$ cat src/sv/md2_pkg.sv
`timescale 1ns / 1ps
package md2_pkg;

  typedef logic [7:0] byte_t;

  localparam int BLK_LEN    = 16;
  localparam int STATE_LEN  = 48;
  localparam int NUM_ROUNDS = 18;

  // MD2 substitution table built from the digits of pi
  localparam byte_t SBOX [256] = '{
    8'd41,  8'd46,  8'd67,  8'd201, 8'd162, 8'd216, 8'd124, 8'd1,
    8'd61,  8'd54,  8'd84,  8'd161, 8'd236, 8'd240, 8'd6,   8'd19,
    8'd98,  8'd167, 8'd5,   8'd243, 8'd192, 8'd199, 8'd115, 8'd140,
    8'd152, 8'd147, 8'd43,  8'd217, 8'd188, 8'd76,  8'd130, 8'd202,
    8'd30,  8'd155, 8'd87,  8'd60,  8'd253, 8'd212, 8'd224, 8'd22,
    8'd103, 8'd66,  8'd111, 8'd24,  8'd138, 8'd23,  8'd229, 8'd18,
    8'd190, 8'd78,  8'd196, 8'd214, 8'd218, 8'd158, 8'd222, 8'd73,
    8'd160, 8'd251, 8'd245, 8'd142, 8'd187, 8'd47,  8'd238, 8'd122,
    8'd169, 8'd104, 8'd121, 8'd145, 8'd21,  8'd178, 8'd7,   8'd63,
    8'd148, 8'd194, 8'd16,  8'd137, 8'd11,  8'd34,  8'd95,  8'd33,
    8'd128, 8'd127, 8'd93,  8'd154, 8'd90,  8'd144, 8'd50,  8'd39,
    8'd53,  8'd62,  8'd204, 8'd231, 8'd191, 8'd247, 8'd151, 8'd3,
    8'd255, 8'd25,  8'd48,  8'd179, 8'd72,  8'd165, 8'd181, 8'd209,
    8'd215, 8'd94,  8'd146, 8'd42,  8'd172, 8'd86,  8'd170, 8'd198,
    8'd79,  8'd184, 8'd56,  8'd210, 8'd150, 8'd164, 8'd125, 8'd182,
    8'd118, 8'd252, 8'd107, 8'd226, 8'd156, 8'd116, 8'd4,   8'd241,
    8'd69,  8'd157, 8'd112, 8'd89,  8'd100, 8'd113, 8'd135, 8'd32,
    8'd134, 8'd91,  8'd207, 8'd101, 8'd230, 8'd45,  8'd168, 8'd2,
    8'd27,  8'd96,  8'd37,  8'd173, 8'd174, 8'd176, 8'd185, 8'd246,
    8'd28,  8'd70,  8'd97,  8'd105, 8'd52,  8'd64,  8'd126, 8'd15,
    8'd85,  8'd71,  8'd163, 8'd35,  8'd221, 8'd81,  8'd175, 8'd58,
    8'd195, 8'd92,  8'd249, 8'd206, 8'd186, 8'd197, 8'd234, 8'd38,
    8'd44,  8'd83,  8'd13,  8'd110, 8'd133, 8'd40,  8'd132, 8'd9,
    8'd211, 8'd223, 8'd205, 8'd244, 8'd65,  8'd129, 8'd77,  8'd82,
    8'd106, 8'd220, 8'd55,  8'd200, 8'd108, 8'd193, 8'd171, 8'd250,
    8'd36,  8'd225, 8'd123, 8'd8,   8'd12,  8'd189, 8'd177, 8'd74,
    8'd120, 8'd136, 8'd149, 8'd139, 8'd227, 8'd99,  8'd232, 8'd109,
    8'd233, 8'd203, 8'd213, 8'd254, 8'd59,  8'd0,   8'd29,  8'd57,
    8'd242, 8'd239, 8'd183, 8'd14,  8'd102, 8'd88,  8'd208, 8'd228,
    8'd166, 8'd119, 8'd114, 8'd248, 8'd235, 8'd117, 8'd75,  8'd10,
    8'd49,  8'd68,  8'd80,  8'd180, 8'd143, 8'd237, 8'd31,  8'd26,
    8'd219, 8'd153, 8'd141, 8'd51,  8'd159, 8'd17,  8'd131, 8'd20
  };

endpackage

$ cat src/sv/md2_hash_engine_top.sv
`timescale 1ns / 1ps
// MD2 (RFC 1319) hash engine. Message bytes arrive one per input beat with
// in_tuser set; in_tlast ends the message, and a last beat with in_tuser clear
// carries no byte, so an empty message is allowed. A byte that does not
// complete a 16-byte block leaves the engine ready for the next beat. A byte
// that completes a block holds off the next beat through the checksum update,
// a block load and the compression rounds; the checksum update and the
// compression each run one dependent S-box step per cycle. The end of a message
// adds up to 16 padding bytes, one or two further block passes and the
// checksum block pass (load and compression only), after which the 16 digest
// bytes leave on out_tdata, one per beat, with out_tlast on the last.
// The hash state, checksum and message flags then return to their reset values
// for the next message.
module md2_hash_engine_top
  import md2_pkg::*;
(
  input  logic       clk,
  input  logic       rst_n,
  input  logic       in_tvalid,
  output logic       in_tready,
  input  logic [7:0] in_tdata,   // [7:0] msg_byte
  input  logic       in_tuser,   // [0] has_byte
  input  logic       in_tlast,
  output logic       out_tvalid,
  input  logic       out_tready,
  output logic [7:0] out_tdata,  // [7:0] digest_byte
  output logic       out_tlast
);

  localparam logic [2:0] ST_IDLE = 3'd0;
  localparam logic [2:0] ST_CSUM = 3'd1;
  localparam logic [2:0] ST_LOAD = 3'd2;
  localparam logic [2:0] ST_RND  = 3'd3;
  localparam logic [2:0] ST_PAD  = 3'd4;
  localparam logic [2:0] ST_OUT  = 3'd5;

  logic [2:0] state_r;
  logic [3:0] fill_r;
  logic [4:0] pad_r;
  logic [5:0] step_r;
  logic [4:0] rnd_r;
  logic [3:0] ocnt_r;
  logic       final_r;
  logic       pad_done_r;
  logic       ckblk_r;
  byte_t      link_r;
  byte_t      t_r;
  byte_t      buf_r [BLK_LEN];
  byte_t      ck_r  [BLK_LEN];
  byte_t      x_r   [STATE_LEN];

  byte_t      l_val;
  byte_t      t_nxt;
  byte_t      src   [BLK_LEN];
  logic       in_beat;

  assign in_tready  = (state_r == ST_IDLE);
  assign in_beat    = in_tvalid && in_tready;
  assign out_tvalid = (state_r == ST_OUT);
  assign out_tdata  = x_r[0];
  assign out_tlast  = (ocnt_r == 4'd15);

  always_comb begin
    l_val = SBOX[buf_r[0] ^ link_r] ^ ck_r[0];
    t_nxt = x_r[0] ^ SBOX[t_r];
    for (int j = 0; j < BLK_LEN; j++) begin
      src[j] = ckblk_r ? ck_r[j] : buf_r[j];
    end
  end

  // block buffer: shift in bytes and pad at the tail, rotate during the checksum pass
  always_ff @(posedge clk) begin
    if (in_beat && in_tuser) begin
      for (int j = 0; j < BLK_LEN - 1; j++) buf_r[j] <= buf_r[j+1];
      buf_r[BLK_LEN-1] <= in_tdata;
    end else if (state_r == ST_CSUM) begin
      for (int j = 0; j < BLK_LEN - 1; j++) buf_r[j] <= buf_r[j+1];
      buf_r[BLK_LEN-1] <= buf_r[0];
    end else if (state_r == ST_PAD) begin
      for (int j = 0; j < BLK_LEN - 1; j++) buf_r[j] <= buf_r[j+1];
      buf_r[BLK_LEN-1] <= {3'b000, pad_r};
    end
  end

  always_ff @(posedge clk) begin
    if (!rst_n) begin
      state_r    <= ST_IDLE;
      fill_r     <= '0;
      pad_r      <= '0;
      step_r     <= '0;
      rnd_r      <= '0;
      ocnt_r     <= '0;
      final_r    <= 1'b0;
      pad_done_r <= 1'b0;
      ckblk_r    <= 1'b0;
      link_r     <= '0;
      t_r        <= '0;
      for (int j = 0; j < BLK_LEN; j++) ck_r[j] <= '0;
      for (int j = 0; j < STATE_LEN; j++) x_r[j] <= '0;
    end else begin
      unique case (state_r)
        ST_IDLE: begin
          if (in_beat) begin
            if (in_tuser) begin
              fill_r <= fill_r + 4'd1;
              if (fill_r == 4'd15) begin
                state_r <= ST_CSUM;
                final_r <= in_tlast;
                step_r  <= '0;
              end else if (in_tlast) begin
                state_r <= ST_PAD;
                final_r <= 1'b1;
                pad_r   <= 5'd16 - {1'b0, fill_r + 4'd1};
              end
            end else if (in_tlast) begin
              state_r <= ST_PAD;
              final_r <= 1'b1;
              pad_r   <= 5'd16 - {1'b0, fill_r};
            end
          end
        end
        ST_PAD: begin
          fill_r <= fill_r + 4'd1;
          if (fill_r == 4'd15) begin
            pad_done_r <= 1'b1;
            state_r    <= ST_CSUM;
            step_r     <= '0;
          end
        end
        ST_CSUM: begin
          for (int j = 0; j < BLK_LEN - 1; j++) ck_r[j] <= ck_r[j+1];
          ck_r[BLK_LEN-1] <= l_val;
          link_r <= l_val;
          step_r <= step_r + 6'd1;
          if (step_r == 6'd15) state_r <= ST_LOAD;
        end
        ST_LOAD: begin
          for (int j = 0; j < BLK_LEN; j++) begin
            x_r[BLK_LEN + j]   <= src[j];
            x_r[2*BLK_LEN + j] <= src[j] ^ x_r[j];
          end
          t_r     <= '0;
          rnd_r   <= '0;
          step_r  <= '0;
          state_r <= ST_RND;
        end
        ST_RND: begin
          // one S-box step: rotate the state so the next byte sits at the head
          for (int j = 0; j < STATE_LEN - 1; j++) x_r[j] <= x_r[j+1];
          x_r[STATE_LEN-1] <= t_nxt;
          if (step_r == 6'(STATE_LEN - 1)) begin
            step_r <= '0;
            t_r    <= t_nxt + {3'b000, rnd_r};
            rnd_r  <= rnd_r + 5'd1;
            if (rnd_r == 5'(NUM_ROUNDS - 1)) begin
              if (ckblk_r) begin
                state_r <= ST_OUT;
                ocnt_r  <= '0;
              end else if (!final_r) begin
                state_r <= ST_IDLE;
              end else if (!pad_done_r) begin
                // final byte filled the block: a whole pad block follows
                state_r <= ST_PAD;
                pad_r   <= 5'd16;
              end else begin
                ckblk_r <= 1'b1;
                state_r <= ST_LOAD;
              end
            end
          end else begin
            step_r <= step_r + 6'd1;
            t_r    <= t_nxt;
          end
        end
        ST_OUT: begin
          if (out_tready) begin
            for (int j = 0; j < STATE_LEN - 1; j++) x_r[j] <= x_r[j+1];
            x_r[STATE_LEN-1] <= '0;
            ocnt_r <= ocnt_r + 4'd1;
            if (ocnt_r == 4'd15) begin
              // drop all hash state for the next message
              state_r    <= ST_IDLE;
              fill_r     <= '0;
              final_r    <= 1'b0;
              pad_done_r <= 1'b0;
              ckblk_r    <= 1'b0;
              link_r     <= '0;
              t_r        <= '0;
              for (int j = 0; j < BLK_LEN; j++) ck_r[j] <= '0;
              for (int j = 0; j < STATE_LEN; j++) x_r[j] <= '0;
            end
          end
        end
        default: state_r <= ST_IDLE;
      endcase
    end
  end

  a_no_overlap: assert property (@(posedge clk) disable iff (!rst_n)
    !(in_tready && out_tvalid))
    else $error("input taken while digest pending");

  a_pad_range: assert property (@(posedge clk) disable iff (!rst_n)
    (state_r == ST_PAD) |-> (pad_r != 5'd0) && (pad_r <= 5'd16))
    else $error("pad length out of range");

  a_rnd_range: assert property (@(posedge clk) disable iff (!rst_n)
    (state_r == ST_RND) |-> (rnd_r < 5'(NUM_ROUNDS)) && (step_r < 6'(STATE_LEN)))
    else $error("round counters out of range");

  a_idle_after_digest: assert property (@(posedge clk) disable iff (!rst_n)
    (out_tvalid && out_tready && out_tlast) |=> in_tready && (fill_r == 4'd0))
    else $error("engine not cleared after digest");

  a_out_only_ckblk: assert property (@(posedge clk) disable iff (!rst_n)
    out_tvalid |-> ckblk_r && pad_done_r && final_r)
    else $error("digest emitted before checksum block");

endmodule

$ cat config.mk
export PLATFORM = sky130hd
export DESIGN_NAME = md2_hash_engine_top
export DESIGN_NICKNAME = d
export VERILOG_FILES = /design/src/sv/md2_pkg.sv /design/src/sv/md2_hash_engine_top.sv
export SDC_FILE = /design/constraint.sdc
export NUM_CORES = 1
export LEC_CHECK = 0
export BUFFER_PORTS_ARGS = -buffer_cell sky130_fd_sc_hd__buf_2
export CAP_MARGIN = 20
export CELL_PAD_IN_SITES_DETAIL_PLACEMENT = 0
export CELL_PAD_IN_SITES_GLOBAL_PLACEMENT = 2
export CORE_MARGIN = 4
export CORE_UTILIZATION = 30
export DETAILED_ROUTE_END_ITERATION = 6
export PLACE_DENSITY = 0.67
export SYNTH_ARGS = -nofsm -noshare
export SYNTH_HDL_FRONTEND = slang
export SYNTH_SLANG_ARGS = --single-unit
$ cat constraint.sdc
create_clock -name clk -period 7.4 [get_ports clk]
set_input_delay 0.74 -clock clk [delete_from_list [all_inputs] [get_ports clk]]
set_output_delay 0.74 -clock clk [all_outputs]
set_load 0.02 [all_outputs]
; ---- After elaboration in Yosys (flattened, before gate mapping)
; Memory sizes are Yosys's and may differ from the RTL's.
; Cells that the tools add are included.
[word_totals]
regBits = 46
latchBits = 0
mem_bits_rw = 640
rom_bits = 4096
inputBits = 14
out_inout_bits = 11
word_cells = 683
mem_count = 5
[op_classes]
n_addsub = 7
n_mul = 0
div_mod_pow = 0
magnitude_cmp = 2
n_eq_ne = 25
shifts = 0
n_mux = 349
bitwise_logic = 261
reduce_logical = 23
[mem_list]
columns = name, words, width, rd, rd_ports_with_merged_regs, wr, line
row1 = (name not given), 256, 8, 1, 0, 0, md2_hash_engine_top.sv:65  ; t_nxt = x_r[0] ^ SBOX[t_r];
row2 = (name not given), 256, 8, 1, 0, 0, md2_hash_engine_top.sv:64  ; l_val = SBOX[buf_r[0] ^ link_r] ^ ck_r[0];
row3 = x_r, 48, 8, 48, 0, 48, md2_hash_engine_top.sv:50  ; byte_t x_r [STATE_LEN];
row4 = buf_r, 16, 8, 16, 0, 16, md2_hash_engine_top.sv:48  ; byte_t buf_r [BLK_LEN];
row5 = ck_r, 16, 8, 16, 0, 16, md2_hash_engine_top.sv:49  ; byte_t ck_r [BLK_LEN];
[ops]
columns = operator, count
row1 = $mux W8, 263
row2 = $or A1 B1 Y1, 240
row3 = $xor A8 B8 Y8, 19
row4 = $mux W5, 11
row5 = $mux W1, 39
row6 = $mux W3, 13
row7 = $mux W4, 8
row8 = $pmux W6 S5, 1
row9 = $mux W6, 4
row10 = $pmux W8 S3, 1
row11 = $pmux W5 S2, 2
row12 = $ge A9 B9 Y1 const B, 2
row13 = $not A8 Y9, 2
row14 = $pmux W3 S6, 1
row15 = $pmux W8 S2, 1
row16 = $reduce_and A5 Y1, 3
row17 = $ne A2 B1 Y1 const B, 6
row18 = $ne A2 B2 Y1 const B, 6
row19 = $pmux W4 S3, 1
row20 = $reduce_bool A2 Y1, 6
row21 = $reduce_and A10 Y1, 1
row22 = $sub A5 B4 Y5 const A, 2
row23 = $reduce_and A3 Y1, 3
row24 = $add A4 B1 Y4 const B, 2
row25 = 21 further kinds, 30

; ---- Logic depth before layout (Yosys ltp)
; Gate-level depths: netlist of run 1.
[depth]
ltp_word = 8
depth_mapped = 23
mapped_depth_nobuf = 20

; ---- Worst setup path before layout of run 1
; Ideal clock, no wire load.
[synth_path]
kind = input port to flip-flop
startpoint = in rst_n
endpoint = mem x_r[2][0] in the netlist's numbering (enable)
setup_time_ns = 1.912
t_arrival_ns = 5.451
required_ns = 5.488
slack_ns = 0.037
cell_stages = 4
path_buffers = 1
cell_sequence = inv_1 -> clkbuf_1 -> a21oi_1 -> nand2_1
[synth_lines]
columns = element, line
row1 = start: declaration, md2_hash_engine_top.sv:18  ; input logic rst_n,
row2 = end: declaration, md2_hash_engine_top.sv:50

; ---- Worst setup path after layout of run 1
[layout_path]
startpoint = reg t_r[0]
endpoint = reg t_r[7]
[layout_between]
elab_chain_cells = 8
[layout_rtl]
columns = element, line
row1 = start: declaration, md2_hash_engine_top.sv:47  ; byte_t t_r;
row2 = start signal: assignment, md2_hash_engine_top.sv:153  ; t_r <= t_nxt + {3'b000, rnd_r};
row3 = start signal: assignment, md2_hash_engine_top.sv:172  ; t_r <= t_nxt;
row4 = $not A8 Y9 (not written as such) (*), md2_hash_engine_top.sv:65
row5 = $mem_v2 Z256 W8 (*), --
row6 = $mux W8 (not written as such) (*) (2 in a row), md2_hash_engine_top.sv:65
row7 = $xor A8 B8 Y8 (*), md2_hash_engine_top.sv:65
row8 = $add A8 B5 Y8, md2_hash_engine_top.sv:153
row9 = $mux W8 (*), md2_hash_engine_top.sv:151  ; if (step_r == 6'(STATE_LEN - 1)) begin
row10 = $pmux W8 S3 (*), md2_hash_engine_top.sv:101  ; unique case (state_r)
; Mark *: on every way between the ends. The rest lies on a longest branch, timed or not. The select of a mux whose other input is x is not followed.
; A chain may end at the register's enable or synchronous reset.

==> results of run 1 <==
[power groups by stage]
stage               logic (W)  registers [W]  clock network [W]
global route          0.00678        0.00590            0.00394
finish                0.00627        0.00582            0.00369
floorplan             0.00417        0.00565                  0
global placement      0.00624        0.00590                  0
detailed placement    0.00617        0.00588                  0
CTS                   0.00620        0.00583            0.00378
[placed cells by master, fill, tap and decap left out, types with 32 or more instances in the layout]
cell type / netlist / routed
edfxtp_1: 576 / 576
a31oi_1: 37 / 37
dfxtp_1: 110 / 106
nor2_1: 491 / 490
nor3_1: 44 / 43
a211oi_1: 155 / 155
a21oi_1: 268 / 267
xor2_1: 134 / 127
ha_1: 35 / 35
o21ai_0: 99 / 99
nand2b_1: 32 / 32
buf_4: 20 / 63
o211ai_1: 36 / 36
clkbuf_16: 0 / 74
and3_1: 206 / 206
nand2_1: 261 / 255
mux2i_1: 149 / 149
xnor2_1: 37 / 34
nand3_1: 52 / 51
[tightest hold or removal path, stage by stage]
cell and delay, ns:
buf_2 0.12, nand3_1 0.06, a21oi_1 0.05
[state kept, by name (all words and copies together) (netlist names)]
name        cells
pad_r           5
ck_r          128
final_r         1
x_r           384
state_r         3
ckblk_r         1
step_r          6
t_r             8
buf_r         128
ocnt_r          4
pad_done_r      1
link_r          8
fill_r          4
rnd_r           5
[through the flow]
stage | power, W | cells | cell area (sq um) | utilization
after floorplan | 0.00983 | 3464 | 36100 | -
after global placement | 0.0121 | 4849 | 37700 | 0.315
after detailed placement | 0.0121 | 4849 | 37700 | 0.315
after CTS | 0.0158 | 4985 | 40100 | 0.335
after global routing | 0.0166 | 4985 | 40100 | 0.335
final | 0.0158 | 4985 | 40100 | 0.335
[cell type report]
type | count | area, sq um | share of cell area
Clock inverter | 33 | 329 | 0.00822
Multi-Input combinational cell | 2424 | 15300 | 0.382
Clock buffer | 103 | 2040 | 0.0509
Tap cell | 1612 | 2020 | 0.0504
Sequential cell | 686 | 19500 | 0.487
Inverter | 35 | 133 | 0.00331
Timing Repair Buffer | 92 | 708 | 0.0177
[kinds of logic (layout without fill, tap and decap cells)]
kind of cell	after synthesis	count (layout)
AND/OR/NAND/NOR	1189	1189
AO/OA/AOI/OAI	855	855
flip-flops	686	686
buffers and inverters	354	263
XOR/XNOR	175	175
multiplexers	168	168
adder cells (fa/ha/maj)	37	37
[path summary, 6_finish.rpt]
path	from	endpoint	slack [ns]	depth (start not counted)
setup reg to reg	t_r[0]$_SDFFE_PN0P_	t_r[7]$_SDFFE_PN0P_	1.91	19
hold reg to reg	buf_r[0][63]$_DFFE_PP_	buf_r[0][55]$_DFFE_PP_	0.44	0
hold / removal	in_tlast	final_r$_SDFFE_PN0P_	0.41	3
setup / recovery	t_r[0]$_SDFFE_PN0P_	t_r[7]$_SDFFE_PN0P_	1.91	19
[layer usage]
| metal | wire [um] | vias up | track usage |
|---|---|---|---|
| li1 | - | 12545 | - |
| met1 | 60000 | 14166 | 0.283 |
| met2 | 56000 | 824 | 0.299 |
| met3 | 5830 | 203 | 0.0241 |
| met4 | 3300 | 2 | 0.0544 |
| met5 | 13 | - | 0 |
==> flow_summary.json, run 1 <==
{
  "grt_util_all_layers": 0.193,
  "die_area_sq_mm": 0.126,
  "tightest_slew_ns": 1.07,
  "coreArea_sq_mm": 0.120,
  "synthDistinctLibCells": 91,
  "postSynthRegisterBits": 686,
  "hold_class": "in -> reg",
  "place.gp.congestion": 0.920,
  "grt_pass1_vias": 27499,
  "max_freq_mhz": 182,
  "finalHoldViolations": 0,
  "yosysWarnings": 0,
  "rows": 127,
  "crit_type": "reg -> reg",
  "postRouteAntennaNets": 0,
  "synth_area_sq_mm": 0.0361,
  "via_per_inst": 5.56,
  "numCtsBuffers": 73,
  "relSlewSlack": 0.288,
  "critPathMaxStageDelay_ns": 0.71,
  "synthAdderAreaFrac": 0.0130,
  "yosysMostFrequentCell": "edfxtp_1",
  "cap_violations": 0,
  "ir_drop_uv": 377,
  "gr-total-overflow": 0,
  "clockBufferDepth": 3,
  "rsz0062_at_grt": "false",
  "fin_crit_ns": 5.49,
  "start_util": 0.302,
  "drive_above_1_share": 0.0827,
  "power_frac_seq": 0.369,
  "p_sw_frac": 0.413,
  "dpl.hpwl_mm": 72.8,
  "fillers": 12190,
  "fin_skew_ns": 0.0299,
  "wire_per_inst_um": 25.1,
  "grt_start_max_net_pins": 189,
  "synth_cells": 3464,
  "hold_buffers": 0,
  "whs_ns": 0.408,
  "antenna_found_initial": 2,
  "synth-edff-count": 576,
  "io-pin-count": 25,
  "slew_viol_final": 0,
  "post_synth_mux_area_share": 0.0513,
  "cts_tree": "yes",
  "nNetsFinal": 3362,
  "clk_latency_ns": 0.64,
  "clk_pin_slew_ns": 0.06,
  "io_buffers": 24,
  "setup-tns-final_ns": 0,
  "synthXorXnorAreaFrac": 0.0433,
  "synth_compound_area_frac": 0.159,
  "synth_top_family_by_area": "compound AO/OA/AOI/OAI gates",
  "cts_setup_buffers": 0,
  "htree_levels": 3,
  "p_leak_nw": 14.5,
  "cts_root_buf": "clkbuf_16",
  "power_density_mw_per_mm2": 394,
  "cts.sinks": 686,
  "synth.avg_cell_area_sq_um": 10.4,
  "ys_top_cells_by_count": "576 x edfxtp_1, 491 x nor2_1, 268 x a21oi_1",
  "start_kind": "flop",
  "wl_mm": 125,
  "slowest_stage": "nor2b_1",
  "crit_chain": "inv_1, ha_1, buf_4, nor2b_1, o21ai_1, o21ai_0, o21ai_0, mux4_2, o21ai_1, xnor2_1, inv_1, ha_1, a21o_1, a21oi_1, nor2b_1, o21ai_0, a21oi_1, and4_1, o31ai_2",
  "synth_nets": 3514,
  "netlist.area_leader.share": 0.479,
  "drt_iter0_markers": 2513,
  "yosys.area.top_type": "edfxtp_1",
  "drt_pass1_iterations": 6,
  "p_int_w": 0.00927,
  "remaining_drc_errors": 0,
  "worstPathRequired_ns": 7.95,
  "status": "completed",
  "synthTopCellsByArea": "edfxtp_1 48%, dfxtp_1 6.1%, nor2_1 5.1%, mux2i_1 4.1%, a21oi_1 3.7%",
  "yosys.area_share.simple": 0.152,
  "power_switching_w": 0.00652,
  "die_w_um": 355,
  "cpMostUsedCell": "o21ai_0",
  "post-route-period-util": 0.742,
  "combPwrFrac": 0.397,
  "ctsResizeCount": 0,
  "vias": 27740,
  "grt_pass1_wl_mm": 187,
  "worstSetupEndpointType": "flop",
  "cp.arrival_ns": 6.03,
  "setup_slack_ns": 1.91,
  "diodes": 0,
  "synthArstFlopShare": 0,
  "pre_cts_ws_ns": 2.01,
  "seq_area_frac_synth": 0.540,
  "syn_to_final_growth_pct": 10.9,
  "setup_viol": 0,
  "synth_flop_cell": "edfxtp_1",
  "dieHeight_um": 355,
  "cpLargestDelayFamily": "compound AO/OA/AOI/OAI gates",
  "clkPwrFrac": 0.234,
  "crit_buf_inv": 3,
  "crit_path_max_fanout": 16
}
Note: power is estimated with default switching activity, not from simulation.
==> run 2: changes to the inputs <==
clock period = 4.7 ns   (was 7.4 ns; I/O delays follow)
==> run 2 against run 1 <==
  * Utilization increased by 0.77 points
  * Clock skew decreased by 0.0028 ns
  * Non-clock buffer count increased by 92
  * Sequential power increased by 57%
  * Critical path depth decreased by 2
  * Power increased by 61%
  * Global-route usage increased by 0.43 points
  * Sequential share of layout area decreased by 1.1 points
  * Final cell count increased by 1.8%
  * Clock power increased by 62%
  * Flip-flop and latch count unchanged
  * Count of clock-buffer cells in the layout decreased by 6
  * Critical endpoint unchanged
==> flow_summary.json, run 2 (synthesis gave the netlist of run 1 again) <==
{
  "rsz0062_at_grt": "false",
  "setup-tns-final_ns": 0,
  "power_density_mw_per_mm2": 622,
  "clockBufferDepth": 3,
  "start_util": 0.302,
  "drive_above_1_share": 0.106,
  "worstPathRequired_ns": 5.23,
  "cts_root_buf": "clkbuf_16",
  "via_per_inst": 5.54,
  "relSlewSlack": 0.276,
  "grt_pass1_wl_mm": 191,
  "dpl.hpwl_mm": 78.2,
  "clk_latency_ns": 0.63,
  "status": "completed",
  "cp.arrival_ns": 4.99,
  "syn_to_final_growth_pct": 13.5,
  "largest_reg_flops": 384,
  "start_kind": "flop",
  "hold_buffers": 0,
  "ir_drop_uv": 366,
  "wl_met2_mm": 56.7,
  "cts.sinks": 686,
  "met1_length_mm": 60.5,
  "final_util": 0.342,
  "cap_violations": 0,
  "grt_util_all_layers": 0.197,
  "crit_path_max_fanout": 45,
  "coreArea_sq_mm": 0.120,
  "remaining_drc_errors": 0,
  "fin_crit_ns": 4.46,
  "p_leak_nw": 15.0,
  "p_int_w": 0.0151,
  "grt_pass1_vias": 28028,
  "fin_skew_ns": 0.0271,
  "dieHeight_um": 355,
  "top_layer": "met4",
  "met3_length_mm": 6.54,
  "vias": 28138,
  "diodes": 0,
  "die_area_sq_mm": 0.126,
  "cts_setup_buffers": 0,
  "fillers": 12021,
  "final_cell_mix": "576 x edfxtp_1, 490 x nor2_1, 267 x a21oi_1",
  "htree_levels": 3,
  "largest_register": "x_r",
  "numCtsBuffers": 73,
  "antenna_found_initial": 2,
  "cts_tree": "yes",
  "clkPwrFrac": 0.234,
  "slew_viol_final": 0,
  "max_freq_mhz": 224,
  "die_w_um": 355,
  "wire_per_inst_um": 25.1,
  "power_switching_w": 0.0103,
  "nNetsFinal": 3454,
  "final_common_cell": "edfxtp_1",
  "drt_iter0_markers": 2547,
  "place.gp.congestion": 0.930,
  "hold_class": "in -> reg",
  "wl_mm": 128,
  "grt_start_max_net_pins": 173,
  "gr-total-overflow": 0,
  "ctsResizeCount": 0,
  "io_buffers": 24,
  "reg_top3": "x_r x384, buf_r x128, ck_r x128",
  "postRouteAntennaNets": 0,
  "crit_type": "reg -> reg",
  "finalHoldViolations": 0,
  "rows": 127,
  "drt_pass1_iterations": 5,
  "io-pin-count": 25,
  "power_frac_seq": 0.358,
  "clk_pin_slew_ns": 0.06,
  "setup_viol": 0,
  "p_sw_frac": 0.406,
  "combPwrFrac": 0.407,
  "tightest_slew_ns": 1.09,
  "worstSetupEndpointType": "flop",
  "post-route-period-util": 0.949
}
## run 2: path summary, 6_finish.rpt
check | startpoint | end | slack [ns] | cells after the start
max | t_r[3]$_SDFFE_PN0P_ | t_r[7]$_SDFFE_PN0P_ | 0.24 | 17
min | in_tlast | final_r$_SDFFE_PN0P_ | 0.14 | 3
max reg2reg | t_r[3]$_SDFFE_PN0P_ | t_r[7]$_SDFFE_PN0P_ | 0.24 | 17
min reg2reg | buf_r[1][1]$_DFFE_PP_ | buf_r[0][57]$_DFFE_PP_ | 0.45 | 0
## run 2: power by group through the flow
| stage | sequential (W) | combinational, W | clock [W] |
|---|---|---|---|
| finish | 0.00913 | 0.0104 | 0.00597 |
| global route | 0.00927 | 0.0112 | 0.00633 |
| CTS | 0.00915 | 0.0103 | 0.00609 |
| detailed placement | 0.00923 | 0.0103 | 0 |
| global placement | 0.00926 | 0.0104 | 0 |
| floorplan | 0.00887 | 0.00657 | 0 |
## run 2: metrics by stage
stage | setup WS (ns) | hold WS (ns) | cell area [sq um] | cells | power (W)
4_1_cts | 0.315 | 0.0993 | 41000 | 5077 | 0.0255
6_report | 0.240 | 0.142 | 41000 | 5077 | 0.0255
3_3_place_gp | 0.213 | 0.431 | 38500 | 4941 | 0.0196
5_1_grt | 0.00148 | 0.122 | 41000 | 5077 | 0.0269
3_5_place_dp | 0.369 | 0.435 | 38500 | 4941 | 0.0195
2_1_floorplan | 0.0112 | 0.423 | 36100 | 3464 | 0.0154
## run 2: metal layers
metal / track usage / vias up
li1: - / 12752
met1: 0.289 / 14238
met2: 0.304 / 912
met3: 0.0246 / 236
met4: 0.0597 / 0
met5: 0 / -
## run 2: final cells by class
cell class	instances	area (sq um)	area share
flip-flops and latches	686	19500	0.476
multi-input cells	2424	15300	0.374
well taps	1612	2020	0.0492
clock buffers	97	2010	0.0490
repair buffers	184	1540	0.0375
clock inverters	39	438	0.0107
inverters	35	133	0.00324
## run 2: worst max-delay path, cell delays in order, from the launching register on
cell      delay (ns)
dfxtp_4         0.72
buf_4           0.32
buf_4           0.21
nand2b_1        0.24
a22o_1          0.31
o41ai_1         0.49
o221ai_1        0.18
o21ai_1         0.14
xnor2_1         0.20
inv_1           0.08
ha_1            0.27
a21o_1          0.18
a21oi_1         0.21
nor2b_1         0.07
o21ai_0         0.17
a21oi_1         0.15
and4_1          0.22
o31ai_2         0.20
